**src/design/spgl_pkg.sv**
```systemverilog
`default_nettype none
package spgl_pkg;

  localparam int unsigned GAIN_FRAC_BITS = 15;
  localparam int unsigned CORDIC_STEPS   = 16;
  localparam int unsigned ANG_FRAC       = 30;

  localparam int unsigned PAN_W   = 16;
  localparam int unsigned THR_W   = 15;
  localparam int unsigned BOOST_W = 15;
  localparam int unsigned GAIN_W  = 16;
  localparam int unsigned CFG_IW  = 2;
  localparam int unsigned CFG_DW  = 15;

  localparam int unsigned XW = 34;
  localparam int unsigned ZW = 33;

  localparam int unsigned QUEUE_DEPTH = 4;
  localparam int unsigned QUEUE_AW    = $clog2(QUEUE_DEPTH);

  localparam logic [31:0] PI_QUARTER_Q30 = 32'd843314857;
  localparam logic signed [XW-1:0] CORDIC_K_Q30 = XW'(652032874);

  localparam logic signed [PAN_W-1:0] PAN_MAX = 16'sd16384;
  localparam logic signed [PAN_W-1:0] PAN_MIN = -16'sd16384;

  localparam logic [CFG_IW-1:0] REG_LAW_MODE  = 2'd0;
  localparam logic [CFG_IW-1:0] REG_CENTER_TH = 2'd1;
  localparam logic [CFG_IW-1:0] REG_CENTER_BO = 2'd2;

  typedef struct packed {
    logic                 cp;
    logic                 boost;
    logic signed [XW-1:0] x;
    logic signed [XW-1:0] y;
    logic signed [ZW-1:0] z;
  } item_t;

  typedef struct packed {
    logic full;
    logic empty;
  } queue_status_t;

  function automatic logic signed [ZW-1:0] atan_q30(input int unsigned i);
    logic signed [ZW-1:0] v;
    case (i)
      0:       v = ZW'(843314857);
      1:       v = ZW'(497837829);
      2:       v = ZW'(263043836);
      3:       v = ZW'(133525159);
      4:       v = ZW'(67021687);
      5:       v = ZW'(33543516);
      6:       v = ZW'(16775851);
      7:       v = ZW'(8388437);
      8:       v = ZW'(4194283);
      9:       v = ZW'(2097149);
      10:      v = ZW'(1048576);
      11:      v = ZW'(524288);
      12:      v = ZW'(262144);
      13:      v = ZW'(131072);
      14:      v = ZW'(65536);
      15:      v = ZW'(32768);
      16:      v = ZW'(16384);
      17:      v = ZW'(8192);
      18:      v = ZW'(4096);
      19:      v = ZW'(2048);
      20:      v = ZW'(1024);
      21:      v = ZW'(512);
      22:      v = ZW'(256);
      23:      v = ZW'(128);
      default: v = '0;
    endcase
    return v;
  endfunction

endpackage
`default_nettype wire

```
**src/design/spgl_front.sv**
```systemverilog
`default_nettype none
module spgl_front
  import spgl_pkg::*;
(
  input  wire logic                    in_valid_i,
  input  wire logic signed [PAN_W-1:0] pan_position_i,
  input  wire logic                    law_mode_i,
  input  wire logic [THR_W-1:0]        center_threshold_i,
  input  wire queue_status_t           q_status_i,
  output logic                         in_stall_o,
  output logic                         push_o,
  output item_t                        item_o
);

  localparam int unsigned LW = PAN_W + GAIN_FRAC_BITS + 1;
  localparam logic [LW-1:0] LIN_ONE = LW'(1) << GAIN_FRAC_BITS;

  logic signed [PAN_W-1:0] pan;
  logic signed [PAN_W:0]   pan_ext;
  logic [PAN_W-1:0]        u;
  logic [PAN_W-1:0]        num_l;
  logic [PAN_W-1:0]        num_r;
  logic [THR_W-1:0]        mag;
  logic [47:0]             prod;
  logic [LW-1:0]           lin_l;
  logic [LW-1:0]           lin_r;

  always_comb begin
    if (pan_position_i > PAN_MAX) begin
      pan = PAN_MAX;
    end else if (pan_position_i < PAN_MIN) begin
      pan = PAN_MIN;
    end else begin
      pan = pan_position_i;
    end
    pan_ext = (PAN_W+1)'(pan);
    u       = PAN_W'(pan_ext + 17'sd16384);
    num_l   = PAN_W'(17'sd16384 - pan_ext);
    num_r   = u;
    mag     = pan[PAN_W-1] ? THR_W'(-pan_ext) : THR_W'(pan_ext);
    prod    = (48'(u) * 48'(PI_QUARTER_Q30) + 48'd8192) >> 14;

    lin_l = ((LW'(num_l) << GAIN_FRAC_BITS) + LW'(16384)) >> 15;
    lin_r = ((LW'(num_r) << GAIN_FRAC_BITS) + LW'(16384)) >> 15;
    if (lin_l > LIN_ONE) lin_l = LIN_ONE;
    if (lin_r > LIN_ONE) lin_r = LIN_ONE;

    item_o.cp    = law_mode_i;
    item_o.boost = law_mode_i && (mag < center_threshold_i);
    if (law_mode_i) begin
      item_o.x = CORDIC_K_Q30;
      item_o.y = '0;
      item_o.z = ZW'(prod[31:0]);
    end else begin
      item_o.x = XW'(lin_l);
      item_o.y = XW'(lin_r);
      item_o.z = '0;
    end
  end

  assign in_stall_o = q_status_i.full;
  assign push_o     = in_valid_i && !q_status_i.full;

endmodule
`default_nettype wire

```
**config.mk**
```make
export PLATFORM = sky130hd
export DESIGN_NAME = spgl_front
export DESIGN_NICKNAME = d
export VERILOG_FILES = /design/src/design/spgl_pkg.sv /design/src/design/spgl_front.sv
export SDC_FILE = /design/constraint.sdc
export NUM_CORES = 1
export LEC_CHECK = 0
export ABC_AREA = 0
export BUFFER_PORTS_ARGS = -buffer_cell sky130_fd_sc_hd__buf_4
export CAP_MARGIN = 20
export CORE_AREA = 2 2 162 164
export DETAILED_ROUTE_END_ITERATION = 10
export DIE_AREA = 0 0 164 166
export GPL_ROUTABILITY_DRIVEN = 0
export PLACE_DENSITY_LB_ADDON = 0.05
export SLEW_MARGIN = 40
export SYNTH_ARGS = -nofsm -noshare
export SYNTH_HDL_FRONTEND = slang
export SYNTH_SLANG_ARGS = --single-unit
export TNS_END_PERCENT = 5
```
**constraint.sdc**
```tcl
create_clock -name vclk -period 10.6
set_clock_uncertainty 0.1 [all_clocks]
set_input_delay 1.06 -clock vclk [all_inputs]
set_output_delay 1.06 -clock vclk [all_outputs]
set_load 0.01 [all_outputs]
```
# Yosys cells after proc, flatten, opt, wreduce, memory -nomap -nowiden
# Index checks and enable logic that the tools add are counted.
# word_totals
register_bits,0
# classes
n_addsub,6
muxes,6
order_cmp,5
mul,1
reduce_logical,3
# op_table
op,n
$mux 97,1
$add 31x15->32 const B,2
$add 46x14->46 const B,1
$mul 16x30->46 const B,1
$gt 17x16->1 const B,2
$mux 17,2
$mux 16,2
$add 16x16->16 const B,1
$gt 16x16->1 const B,1
$lt 16x15->1 const B,1
$sub 16x16->16 const A,1
$lt 15x15->1,1
$mux 15,1
$neg 15->15,1
$logic_and 1x1->1,2
$logic_not 1->1,1

# Depth between registers and ports, before layout
# logic_depth
depth_word,8
ltp_mapped,26
mapped_depth_nobuf,25

# Least setup slack after synthesis
# OpenSTA, ideal clock, no wires.
# synth_path
path_type,input -> output
start,input pan_position_i[3]
end,output item_o[30] in the netlist's numbering
path_slack_ns,1.868
required_ns,9.440
arrival_time_ns,7.572
path_stages,26
path_buffers,2
cell_sequence,buf_4 -> nor4_4 -> nand4_2 -> a21oi_4 -> nand2_1 -> inv_1 -> fa_1 -> fa_1 -> inv_1 -> fa_1 -> inv_1 -> fa_1 -> inv_1 -> fa_1 -> inv_1 -> fa_1 -> ha_1 -> clkbuf_1 -> a21oi_1 -> o21ai_0 -> a31oi_1 -> a31oi_1 -> o21ai_2 -> o21bai_1 -> o41ai_1 -> mux2i_1
# synth_lines
item,line_no,source
start: declaration,spgl_front.sv:6,"input wire logic signed [PAN_W-1:0] pan_position_i,"
end: declaration,spgl_front.sv:12,output item_t item_o

==> flow_summary.toml <==
[finish]
area.growth.synth_to_final_pct = 11.0
stdcell_count = 1620
fillCellCount = 2668
fin_area_um2 = 11100
clock_buffers = 0
seq_area_um2 = 0
n_antenna_cell = 0
design.seq.count = 0
final_cell_mix = "227 x inv_1, 209 x ha_1, 142 x fa_1"
final_common_cell = "inv_1"
final_nets = 1673
post_route_cells_drive_above_1_share = 0.128

[global_route]
grt_pass1_wl_um = 49300
grt_usage = 0.231
antenna_found_initial = 0
grt_pass1_vias = 8483
grt_max_degree = 36
overflow = 0

[critical_path]
critPathRequiredTime_ns = 9.44
critPathMaxStageDelay_ns = 0.54
cpLargestDelayFamily = "adder cells"
worstSetupStartpointType = "input pin"
cp-end-kind = "output port"
crit_path_max_fanout = 10
path_common_cell = "fa_1"
cp-startpoint = "pan_position_i[10]"
cp_slowest_cell = "fa_1"
arrival_ns = 8.57
critPathBufInv = 8
crit_type = "input pin to output port"
worst-path-stages = 27
cp-endpoint = "item_o[30]"

[logic_synthesis]
yosys_warnings = 0
synthMuxAreaShare = 0.00614
synth_compound_area_frac = 0.150
yosysSeqAreaShare = 0
synth.avg_cell_area_um2 = 8.36
synth_cell_type_count = 78
synth-simple-area-share = 0.128
synthAdderAreaFrac = 0.546
synth_top_family_by_area = "adder cells"
netlist_instances = 1195
synth-xor-area-share = 0.0401
synth_area_um2 = 9990

[route]
drtIter0Drc = 407
postRouteWirelength_um = 30700
vias = 8248
antenna_left = 0
dr.pass1.iters = 6
vias_per_cell = 5.09
wl_per_cell_um = 19.0
drc = 0

[timing]
finalSetupViolations = 0
tightest_slew_ns = 0.727
finalMaxSlewViolations = 0
fmax_mhz = 103
min_period_over_period = 0.917
rsz0062_at_grt = "false"
hold_violations = 0
min_period_ns = 9.73
setup_tns_ns = 0
slew_headroom = 0.513

[floorplanning]
die-area_um2 = 27200
initial_core_util = 0.390
fp-row-count = 59
die_h_um = 166
die_width_um = 164
ios = 140
fp.coreArea_um2 = 25600

[run]
max_cap_viol_count = 0

[placement]
dp.cells = 1620
hpwl_um = 27400
portBuffers = 111
dpl_cell_area_um2 = 11100

[clocking]
post_cts_resized = 0
postCtsHoldBufs = 0
cts_setup_buffers = 0

[run_status]
status = "finished, final reports clean"

[min_path]
hp-class = "input pin to output port"
## cell families (layout without fill, tap and decap cells)
logic type	after synthesis	after routing
muxes	6	6
and+or+nand+nor	263	263
adders and majority gates	351	351
AOI/OAI and AO/OA	229	229
buffers and inverters	301	363
other	1	29
xor gates and xnor gates	44	44
## metal layers
| layer | GRT usage | share of wire | up-vias |
|---|---|---|---|
| li1 | - | - | 4090 |
| met1 | 0.347 | 0.49 | 3936 |
| met2 | 0.384 | 0.47 | 202 |
| met3 | 0.00524 | 0.032 | 20 |
| met4 | 0.0233 | 0.012 | 0 |
| met5 | 0 | 0 | - |
## synth_stat cells (5+ instances only)
master / instances / share of area
a31oi_1: 7 / 0.0044
mux2i_1: 5 / 0.0050
o21ai_0: 44 / 0.022
a21o_1: 34 / 0.026
o211ai_1: 7 / 0.0053
xor2_1: 14 / 0.012
buf_4: 40 / 0.030
a21oi_1: 68 / 0.034
nand2b_1: 5 / 0.0031
nand2_1: 75 / 0.028
a211oi_1: 6 / 0.0045
and3_1: 7 / 0.0044
nor2_1: 84 / 0.032
o31ai_1: 7 / 0.0053
nor3_1: 14 / 0.0070
inv_1: 227 / 0.085
fa_1: 142 / 0.28
nand3_1: 20 / 0.010
nand4_1: 18 / 0.011
o21bai_1: 10 / 0.0075
or2_2: 5 / 0.0031
xnor2_1: 28 / 0.025
ha_1: 209 / 0.26
clkbuf_1: 27 / 0.010
## area by class of cell
| type | instances | area, um^2 | area share |
|---|---|---|---|
| repair buffers | 134 | 1010 | 0.0907 |
| inverters | 229 | 860 | 0.0775 |
| multi-input cells | 922 | 8800 | 0.794 |
| well taps | 335 | 419 | 0.0378 |
## worst min path at each step
stage | startpoint | to | slack [ns] | depth (start not counted)
3_5_place_dp | q_status_i[1] | in_stall_o | 2.21 | 2
6_report | q_status_i[1] | in_stall_o | 2.21 | 2
3_3_place_gp | q_status_i[1] | in_stall_o | 2.21 | 2
2_1_floorplan | q_status_i[1] | push_o | 2.07 | 1
5_1_grt | q_status_i[1] | in_stall_o | 2.21 | 2
4_1_cts | q_status_i[1] | in_stall_o | 2.21 | 2
## per-stage QoR
stage	hold slack (ns)	worst slack, ns	utilization
after global routing	2.21	0.444	0.433
after global placement	2.21	0.907	0.433
after floorplan	2.07	1.87	-
after detailed placement	2.21	0.893	0.433
after CTS	2.21	0.868	0.433
final	2.21	0.875	0.433
Power is not shown: default switching activity piles up to over one toggle a cycle in this logic, so the estimate is an artifact.
