## config.mk

```make
export PLATFORM = sky130hd
export DESIGN_NAME = spgl_queue
export DESIGN_NICKNAME = d
export VERILOG_FILES = /design/src/design/spgl_pkg.sv /design/src/design/spgl_queue.sv
export SDC_FILE = /design/constraint.sdc
export NUM_CORES = 1
export LEC_CHECK = 0
export ABC_AREA = 1
export BUFFER_PORTS_ARGS = -buffer_cell sky130_fd_sc_hd__buf_2
export CORE_MARGIN = 8
export CORE_UTILIZATION = 50
export CTS_CLUSTER_SIZE = 40
export DETAILED_ROUTE_END_ITERATION = 10
export GPL_TIMING_DRIVEN = 0
export HOLD_SLACK_MARGIN = 0.1
export PLACE_DENSITY_LB_ADDON = 0.1
export REMOVE_ABC_BUFFERS = 1
export SYNTH_ARGS = -nofsm -noshare
export SYNTH_HDL_FRONTEND = slang
export SYNTH_SLANG_ARGS = --single-unit
```

## constraint.sdc

```tcl
create_clock -name clk_i -period 5.85 [get_ports clk_i]
set_input_delay 0.2925 -clock clk_i [delete_from_list [all_inputs] [get_ports clk_i]]
set_output_delay 0.2925 -clock clk_i [all_outputs]
set_load 0.01 [all_outputs]
```

## src/design/spgl_pkg.sv

```systemverilog
`default_nettype none
package spgl_pkg;

  localparam int unsigned GAIN_FRAC_BITS = 15;
  localparam int unsigned CORDIC_STEPS   = 16;
  localparam int unsigned ANG_FRAC       = 30;

  localparam int unsigned PAN_W   = 16;
  localparam int unsigned THR_W   = 15;
  localparam int unsigned BOOST_W = 15;
  localparam int unsigned GAIN_W  = 16;
  localparam int unsigned CFG_IW  = 2;
  localparam int unsigned CFG_DW  = 15;

  localparam int unsigned XW = 34;
  localparam int unsigned ZW = 33;

  localparam int unsigned QUEUE_DEPTH = 4;
  localparam int unsigned QUEUE_AW    = $clog2(QUEUE_DEPTH);

  localparam logic [31:0] PI_QUARTER_Q30 = 32'd843314857;
  localparam logic signed [XW-1:0] CORDIC_K_Q30 = XW'(652032874);

  localparam logic signed [PAN_W-1:0] PAN_MAX = 16'sd16384;
  localparam logic signed [PAN_W-1:0] PAN_MIN = -16'sd16384;

  localparam logic [CFG_IW-1:0] REG_LAW_MODE  = 2'd0;
  localparam logic [CFG_IW-1:0] REG_CENTER_TH = 2'd1;
  localparam logic [CFG_IW-1:0] REG_CENTER_BO = 2'd2;

  typedef struct packed {
    logic                 cp;
    logic                 boost;
    logic signed [XW-1:0] x;
    logic signed [XW-1:0] y;
    logic signed [ZW-1:0] z;
  } item_t;

  typedef struct packed {
    logic full;
    logic empty;
  } queue_status_t;

  function automatic logic signed [ZW-1:0] atan_q30(input int unsigned i);
    logic signed [ZW-1:0] v;
    case (i)
      0:       v = ZW'(843314857);
      1:       v = ZW'(497837829);
      2:       v = ZW'(263043836);
      3:       v = ZW'(133525159);
      4:       v = ZW'(67021687);
      5:       v = ZW'(33543516);
      6:       v = ZW'(16775851);
      7:       v = ZW'(8388437);
      8:       v = ZW'(4194283);
      9:       v = ZW'(2097149);
      10:      v = ZW'(1048576);
      11:      v = ZW'(524288);
      12:      v = ZW'(262144);
      13:      v = ZW'(131072);
      14:      v = ZW'(65536);
      15:      v = ZW'(32768);
      16:      v = ZW'(16384);
      17:      v = ZW'(8192);
      18:      v = ZW'(4096);
      19:      v = ZW'(2048);
      20:      v = ZW'(1024);
      21:      v = ZW'(512);
      22:      v = ZW'(256);
      23:      v = ZW'(128);
      default: v = '0;
    endcase
    return v;
  endfunction

endpackage
`default_nettype wire

```

## src/design/spgl_queue.sv

```systemverilog
`default_nettype none
module spgl_queue
  import spgl_pkg::*;
(
  input  wire logic     clk_i,
  input  wire logic     rst_ni,
  input  wire logic     push_i,
  input  wire item_t    item_i,
  input  wire logic     pop_i,
  output item_t         item_o,
  output queue_status_t status_o
);

  item_t                 mem_q [QUEUE_DEPTH];
  logic [QUEUE_AW-1:0]   wr_q, wr_d;
  logic [QUEUE_AW-1:0]   rd_q, rd_d;
  logic [QUEUE_AW:0]     cnt_q, cnt_d;
  logic                  do_push;
  logic                  do_pop;

  assign status_o.full  = (cnt_q == (QUEUE_AW+1)'(QUEUE_DEPTH));
  assign status_o.empty = (cnt_q == '0);
  assign do_push = push_i && !status_o.full;
  assign do_pop  = pop_i && !status_o.empty;
  assign item_o  = mem_q[rd_q];

  always_comb begin
    wr_d  = do_push ? wr_q + 1'b1 : wr_q;
    rd_d  = do_pop ? rd_q + 1'b1 : rd_q;
    cnt_d = cnt_q + (QUEUE_AW+1)'(do_push) - (QUEUE_AW+1)'(do_pop);
  end

  always_ff @(posedge clk_i or negedge rst_ni) begin
    if (!rst_ni) begin
      wr_q  <= '0;
      rd_q  <= '0;
      cnt_q <= '0;
    end else begin
      wr_q  <= wr_d;
      rd_q  <= rd_d;
      cnt_q <= cnt_d;
    end
  end

  always_ff @(posedge clk_i) begin
    if (do_push) begin
      mem_q[wr_q] <= item_i;
    end
  end

endmodule
`default_nettype wire

```

### After elaboration in Yosys (flattened, before gate mapping)

Memories as Yosys holds them, arrays and structs flattened.
Cells that the tools add are included.

| storage, ports and cells | value |
|---|---|
| word-level logic and storage cells | 16 |
| memories kept | 1 |
| flip-flop bits (word level) | 7 |
| memory bits (writable) | 412 |

Memory list:

| memory | words | width | read ports | clocked after memory_dff | write ports | RTL line | RTL |
|---|---|---|---|---|---|---|---|
| mem_q | 4 | 103 | 1 | 0 | 1 | spgl_queue.sv:14 | `item_t mem_q [QUEUE_DEPTH];` |

| cells by class | value |
|---|---|
| mux-type cells | 2 |
| reductions and logical operators | 5 |
| equal/unequal tests | 1 |
| add/sub/neg operators | 4 |

Operators by type and width:

| cell | number |
|---|---|
| $add A2 B1 Y2 const B | 2 |
| $add A3 B1 Y3 | 1 |
| $eq A3 B3 Y1 const B | 1 |
| $logic_not A3 Y1 | 1 |
| $sub A3 B1 Y3 | 1 |
| $logic_and A1 B1 Y1 | 2 |
| $logic_not A1 Y1 | 2 |
| $mux W1 | 2 |

### Logic depth before layout (Yosys ltp)

| depth | value |
|---|---|
| depth after elaboration | 5 |
| gate-level depth with buffers | 10 |
| mapped depth without buffers | 10 |

### Least setup slack after synthesis

OpenSTA, ideal clock, no wires.

| timing | value |
|---|---|
| kind | register to register |
| start | register cnt_q[1] |
| end | memory mem_q[0][0] (netlist name) (enable) |
| data required time | 5.284 ns |
| library setup time | 0.566 ns |
| arrival | 4.945 ns |
| stages on the path, launching flop included | 5 |
| buffers on the path | 0 |
| setup slack | 0.338 ns |
| clock period less this slack | 5.512 ns |
| path through | dfrtp_1 nor2_1 nand2_1 nand2_1 nor2_1 |

| on the way | value |
|---|---|
| cells in the longest elaborated chain, start to end | 5 |

Ends and longest elaborated chain:

| what | RTL line | RTL |
|---|---|---|
| start, declared | spgl_queue.sv:17 | `logic [QUEUE_AW:0] cnt_q, cnt_d;` |
| start signal, assigned | spgl_queue.sv:41 | `cnt_q <= cnt_d;` |
| $eq A3 B3 Y1 | spgl_queue.sv:21 | `assign status_o.full = (cnt_q == (QUEUE_AW+1)'(QUEUE_DEPTH));` |
| $logic_not A1 Y1 | spgl_queue.sv:23 | `assign do_push = push_i && !status_o.full;` |
| $logic_and A1 B1 Y1 | spgl_queue.sv:23 |  |
| $mux W1 | spgl_queue.sv:46 | `if (do_push) begin` |
| $mux W1 (not written as such) | spgl_queue.sv:47 | `mem_q[wr_q] <= item_i;` |
| end, declared | spgl_queue.sv:14 |  |

Every way passes these cells.

==> impl_results.rst <==
.. list-table::
   :header-rows: 1

   * - Metric
     - Value
   * - Status
     - completed
   * - #FFs+latches synth
     - between 400 and 500
   * - Power density over the cells
     - 486 nW/um^2
   * - Clock slew at the register clock pins of the worst setup and hold paths
     - about 60 ps
   * - I/O pin count
     - 212
   * - Largest net degree at the start of global routing
     - 115
   * - Type of the most critical hold path
     - primary input to asynchronous set/reset pin
   * - Most common library cell in the layout ignoring fill and taps
     - sky130_fd_sc_hd__edfxtp_1
   * - Routability Congestion
     - slightly below 0.7
   * - Clock Path Buffers
     - 3
   * - Peak supply drop
     - 0.372 mV
   * - Final Setup Violations
     - 0
   * - Critical register-to-register path startpoint
     - cnt_q[1]
   * - Net count, final
     - ~1800
   * - Layout overhead on the synthesized area
     - 24.5%
   * - Effective utilization at floorplan
     - 50.9%
   * - Global-route wire length before repair
     - ~55000 um
   * - Iteration-0 DRC count of the detailed router
     - 551
   * - Die Span X
     - just under 200 um
   * - Data arrival, critical path
     - ~3000 ps
   * - Global-route congestion overflow total
     - 0
   * - Clock root buffer
     - sky130_fd_sc_hd__clkbuf_16
   * - Core footprint
     - between 30000 and 40000 sq um
   * - Count of port buffers added during placement
     - between 200 and 250
   * - Die area
     - between 30000 and 40000 sq um
   * - Setup Skew
     - around 16 ps
   * - Total number of vias
     - between 10000 and 15000
   * - Chip Height
     - 198 um
   * - Worst endpoint required time
     - 5560 ps
   * - Cell Area, Synth
     - roughly 17000 sq um
   * - Number of max-cap violations
     - 0
   * - H-tree depth
     - 2
   * - Yosys warns
     - 0
   * - Number of rows in the core area
     - 66
   * - TritonCTS Sinks
     - ~420
   * - Highest achievable clock rate
     - a little over 300 MHz
   * - CP Class
     - flip-flop to primary output
   * - Flop-to-flop setup slack
     - ~3500 ps
   * - Final count of pins violating max slew
     - 0
   * - Met1 Wirelength
     - roughly 15000 um
   * - Ratio of routed vias to standard cells
     - ~4.8
   * - Unique masters post-synth
     - 17
   * - Syn Area/Cell
     - approximately 12 sq um
   * - Fraction of final layout cells sized beyond drive strength 1
     - 16.9%
   * - Wire per inst
     - 16.0 um
   * - Met2 WL
     - 17200 um
   * - Detailed-routed wire length on met3
     - roughly 1800 um
   * - Critical path launch point type
     - flip-flop
   * - Final hold violation count
     - 0
   * - Share of the clock period used by the worst path
     - 55.0%
   * - Number of antenna violations at the first check in global routing
     - 2
   * - CTS Buf Count
     - 44
   * - Setup repair after global routing missed its margin
     - no
   * - GRT Resource Usage Total
     - between 10% and 20%
   * - Count of mapped cells out of synthesis
     - roughly 1400
   * - Worst reg2reg path endpoint
     - mem_q[0][71]
   * - Least-Margin Pin Slew
     - 725 ps
   * - Sequential cell area fraction in the yosys report
     - between 70% and 80%
   * - Vias in the first global route
     - 10300
   * - Relative slew margins
     - between 50% and 60%
   * - Critical path peak fanout
     - 96
   * - Number of cells traversed by the worst register-to-register path
     - 7
   * - Start point of the critical path
     - rd_q[0]
   * - Detailed-route wire length
     - between 30000 and 40000 um
   * - Count of antenna-violating nets left after detailed routing
     - 0
   * - Final worst path period need
     - roughly 3200 ps
   * - Clock insertion delay at the later pin of the skew report
     - about 520 ps
   * - Share of the core filled with cells in the final layout
     - between 60% and 70%
   * - Drt first pass iters
     - 5
   * - Most frequent cells in the layout
     - 412 x sky130_fd_sc_hd__edfxtp_1, 328 x sky130_fd_sc_hd__nand2_1, 211 x sky130_fd_sc_hd__buf_2
   * - Drt drc
     - 0
   * - Final HPWL from detailed placement
     - roughly 20000 um
   * - Leakage Power
     - about 8.3 nW
   * - Post-layout total power
     - approximately 10 mW
   * - Crit path to
     - item_o[18]
   * - Endpoint class of the critical path
     - primary output
   * - Highest metal layer used by the detailed router
     - met4
   * - Clock tree from TritonCTS
     - built
cell usage after synthesis:
| library cell | count | area share (%) |
|---|---|---|
| sky130_fd_sc_hd__buf_1 | 13 | 0.29 |
| sky130_fd_sc_hd__buf_2 | 7 | 0.21 |
| sky130_fd_sc_hd__buf_6 | 21 | 1.4 |
| sky130_fd_sc_hd__buf_8 | 1 | 0.090 |
| sky130_fd_sc_hd__clkbuf_1 | 25 | 0.57 |
| sky130_fd_sc_hd__dfrtp_1 | 7 | 1.1 |
| sky130_fd_sc_hd__edfxtp_1 | 412 | 75 |
| sky130_fd_sc_hd__fa_1 | 1 | 0.12 |
| sky130_fd_sc_hd__ha_1 | 6 | 0.45 |
| sky130_fd_sc_hd__inv_1 | 117 | 2.6 |
| sky130_fd_sc_hd__inv_2 | 2 | 0.045 |
| sky130_fd_sc_hd__nand2_1 | 328 | 7.4 |
| sky130_fd_sc_hd__nand3_1 | 4 | 0.12 |
| sky130_fd_sc_hd__nand3b_1 | 1 | 0.045 |
| sky130_fd_sc_hd__nor2_1 | 211 | 4.8 |
| sky130_fd_sc_hd__o21ai_0 | 176 | 5.3 |
| sky130_fd_sc_hd__o21ai_1 | 30 | 0.90 |
layer usage:
layer  vias to the layer above  track usage, %
li1                       5227               -
met3                        45            3.14
met4                         0            4.92
met2                       198            30.6
met5                         -               0
met1                      4915            22.4
stage by stage:
stage	setup WS, ps	cells	hold WS [ps]	instance area (sq um)	setup TNS (ps)
2_1_floorplan	-1550	1295	-3.09	16200	-159080
3_3_place_gp	-7760	1948	143	17800	-2240010
3_5_place_dp	3080	1970	141	18300	0
4_1_cts	2530	2153	124	20700	0
5_1_grt	2380	2155	145	20700	0
6_report	2630	2155	154	20700	0
critical path, stage by stage (launching register included):
cell and delay [ps]:
sky130_fd_sc_hd__dfrtp_4 890, sky130_fd_sc_hd__buf_16 370, sky130_fd_sc_hd__inv_4 300, sky130_fd_sc_hd__buf_16 300, sky130_fd_sc_hd__o21ai_0 240, sky130_fd_sc_hd__nand2_1 100, sky130_fd_sc_hd__buf_2 150
layout make-up:
class,instances,area [sq um]
repair buffers,339,2620
fillers,2486,12000
well taps,442,553
diodes,2,5.00
clock inverters,14,83.8
multi-input cells,757,3210
flip-flops and latches,419,12600
clock buffers,63,1190
inverters,119,457
cells by family after synthesis:
family                   after synthesis  synth area share [%]
AND/OR/NAND/NOR                      544                  12.4
AO/OA/AOI/OAI                        206                  6.21
flip-flops                           419                  75.6
adder cells (fa/ha/maj)                7                 0.573
buffers and inverters                186                  5.28
power breakdown:
| group | internal [mW] | switching, mW |
|---|---|---|
| Sequential | 3.94 | 0.187 |
| Combinational | 1.20 | 2.24 |
| Clock | 1.45 | 1.03 |
| Total | 6.58 | 3.46 |
registers in the layout, indices dropped and copies added, names as in the netlist:
signal / flops
cnt_q: 3
mem_q: 412
rd_q: 2
wr_q: 2
worst min path at each step:
| stage | start | to |
|---|---|---|
| CTS | rst_ni | wr_q[1] |
| finish | rst_ni | rd_q[1] |
| detailed placement | rst_ni | wr_q[1] |
| global route | rst_ni | rd_q[1] |
| floorplan | rst_ni | cnt_q[0] |
| global placement | rst_ni | wr_q[0] |
what timing repair did:
action                    in CTS  in global routing
buffers inserted               0                  0
hold buffers                 106                  0
hold endpoints to repair     422                  0
resized for setup              0                  0
(Power assumes the default switching activity.)
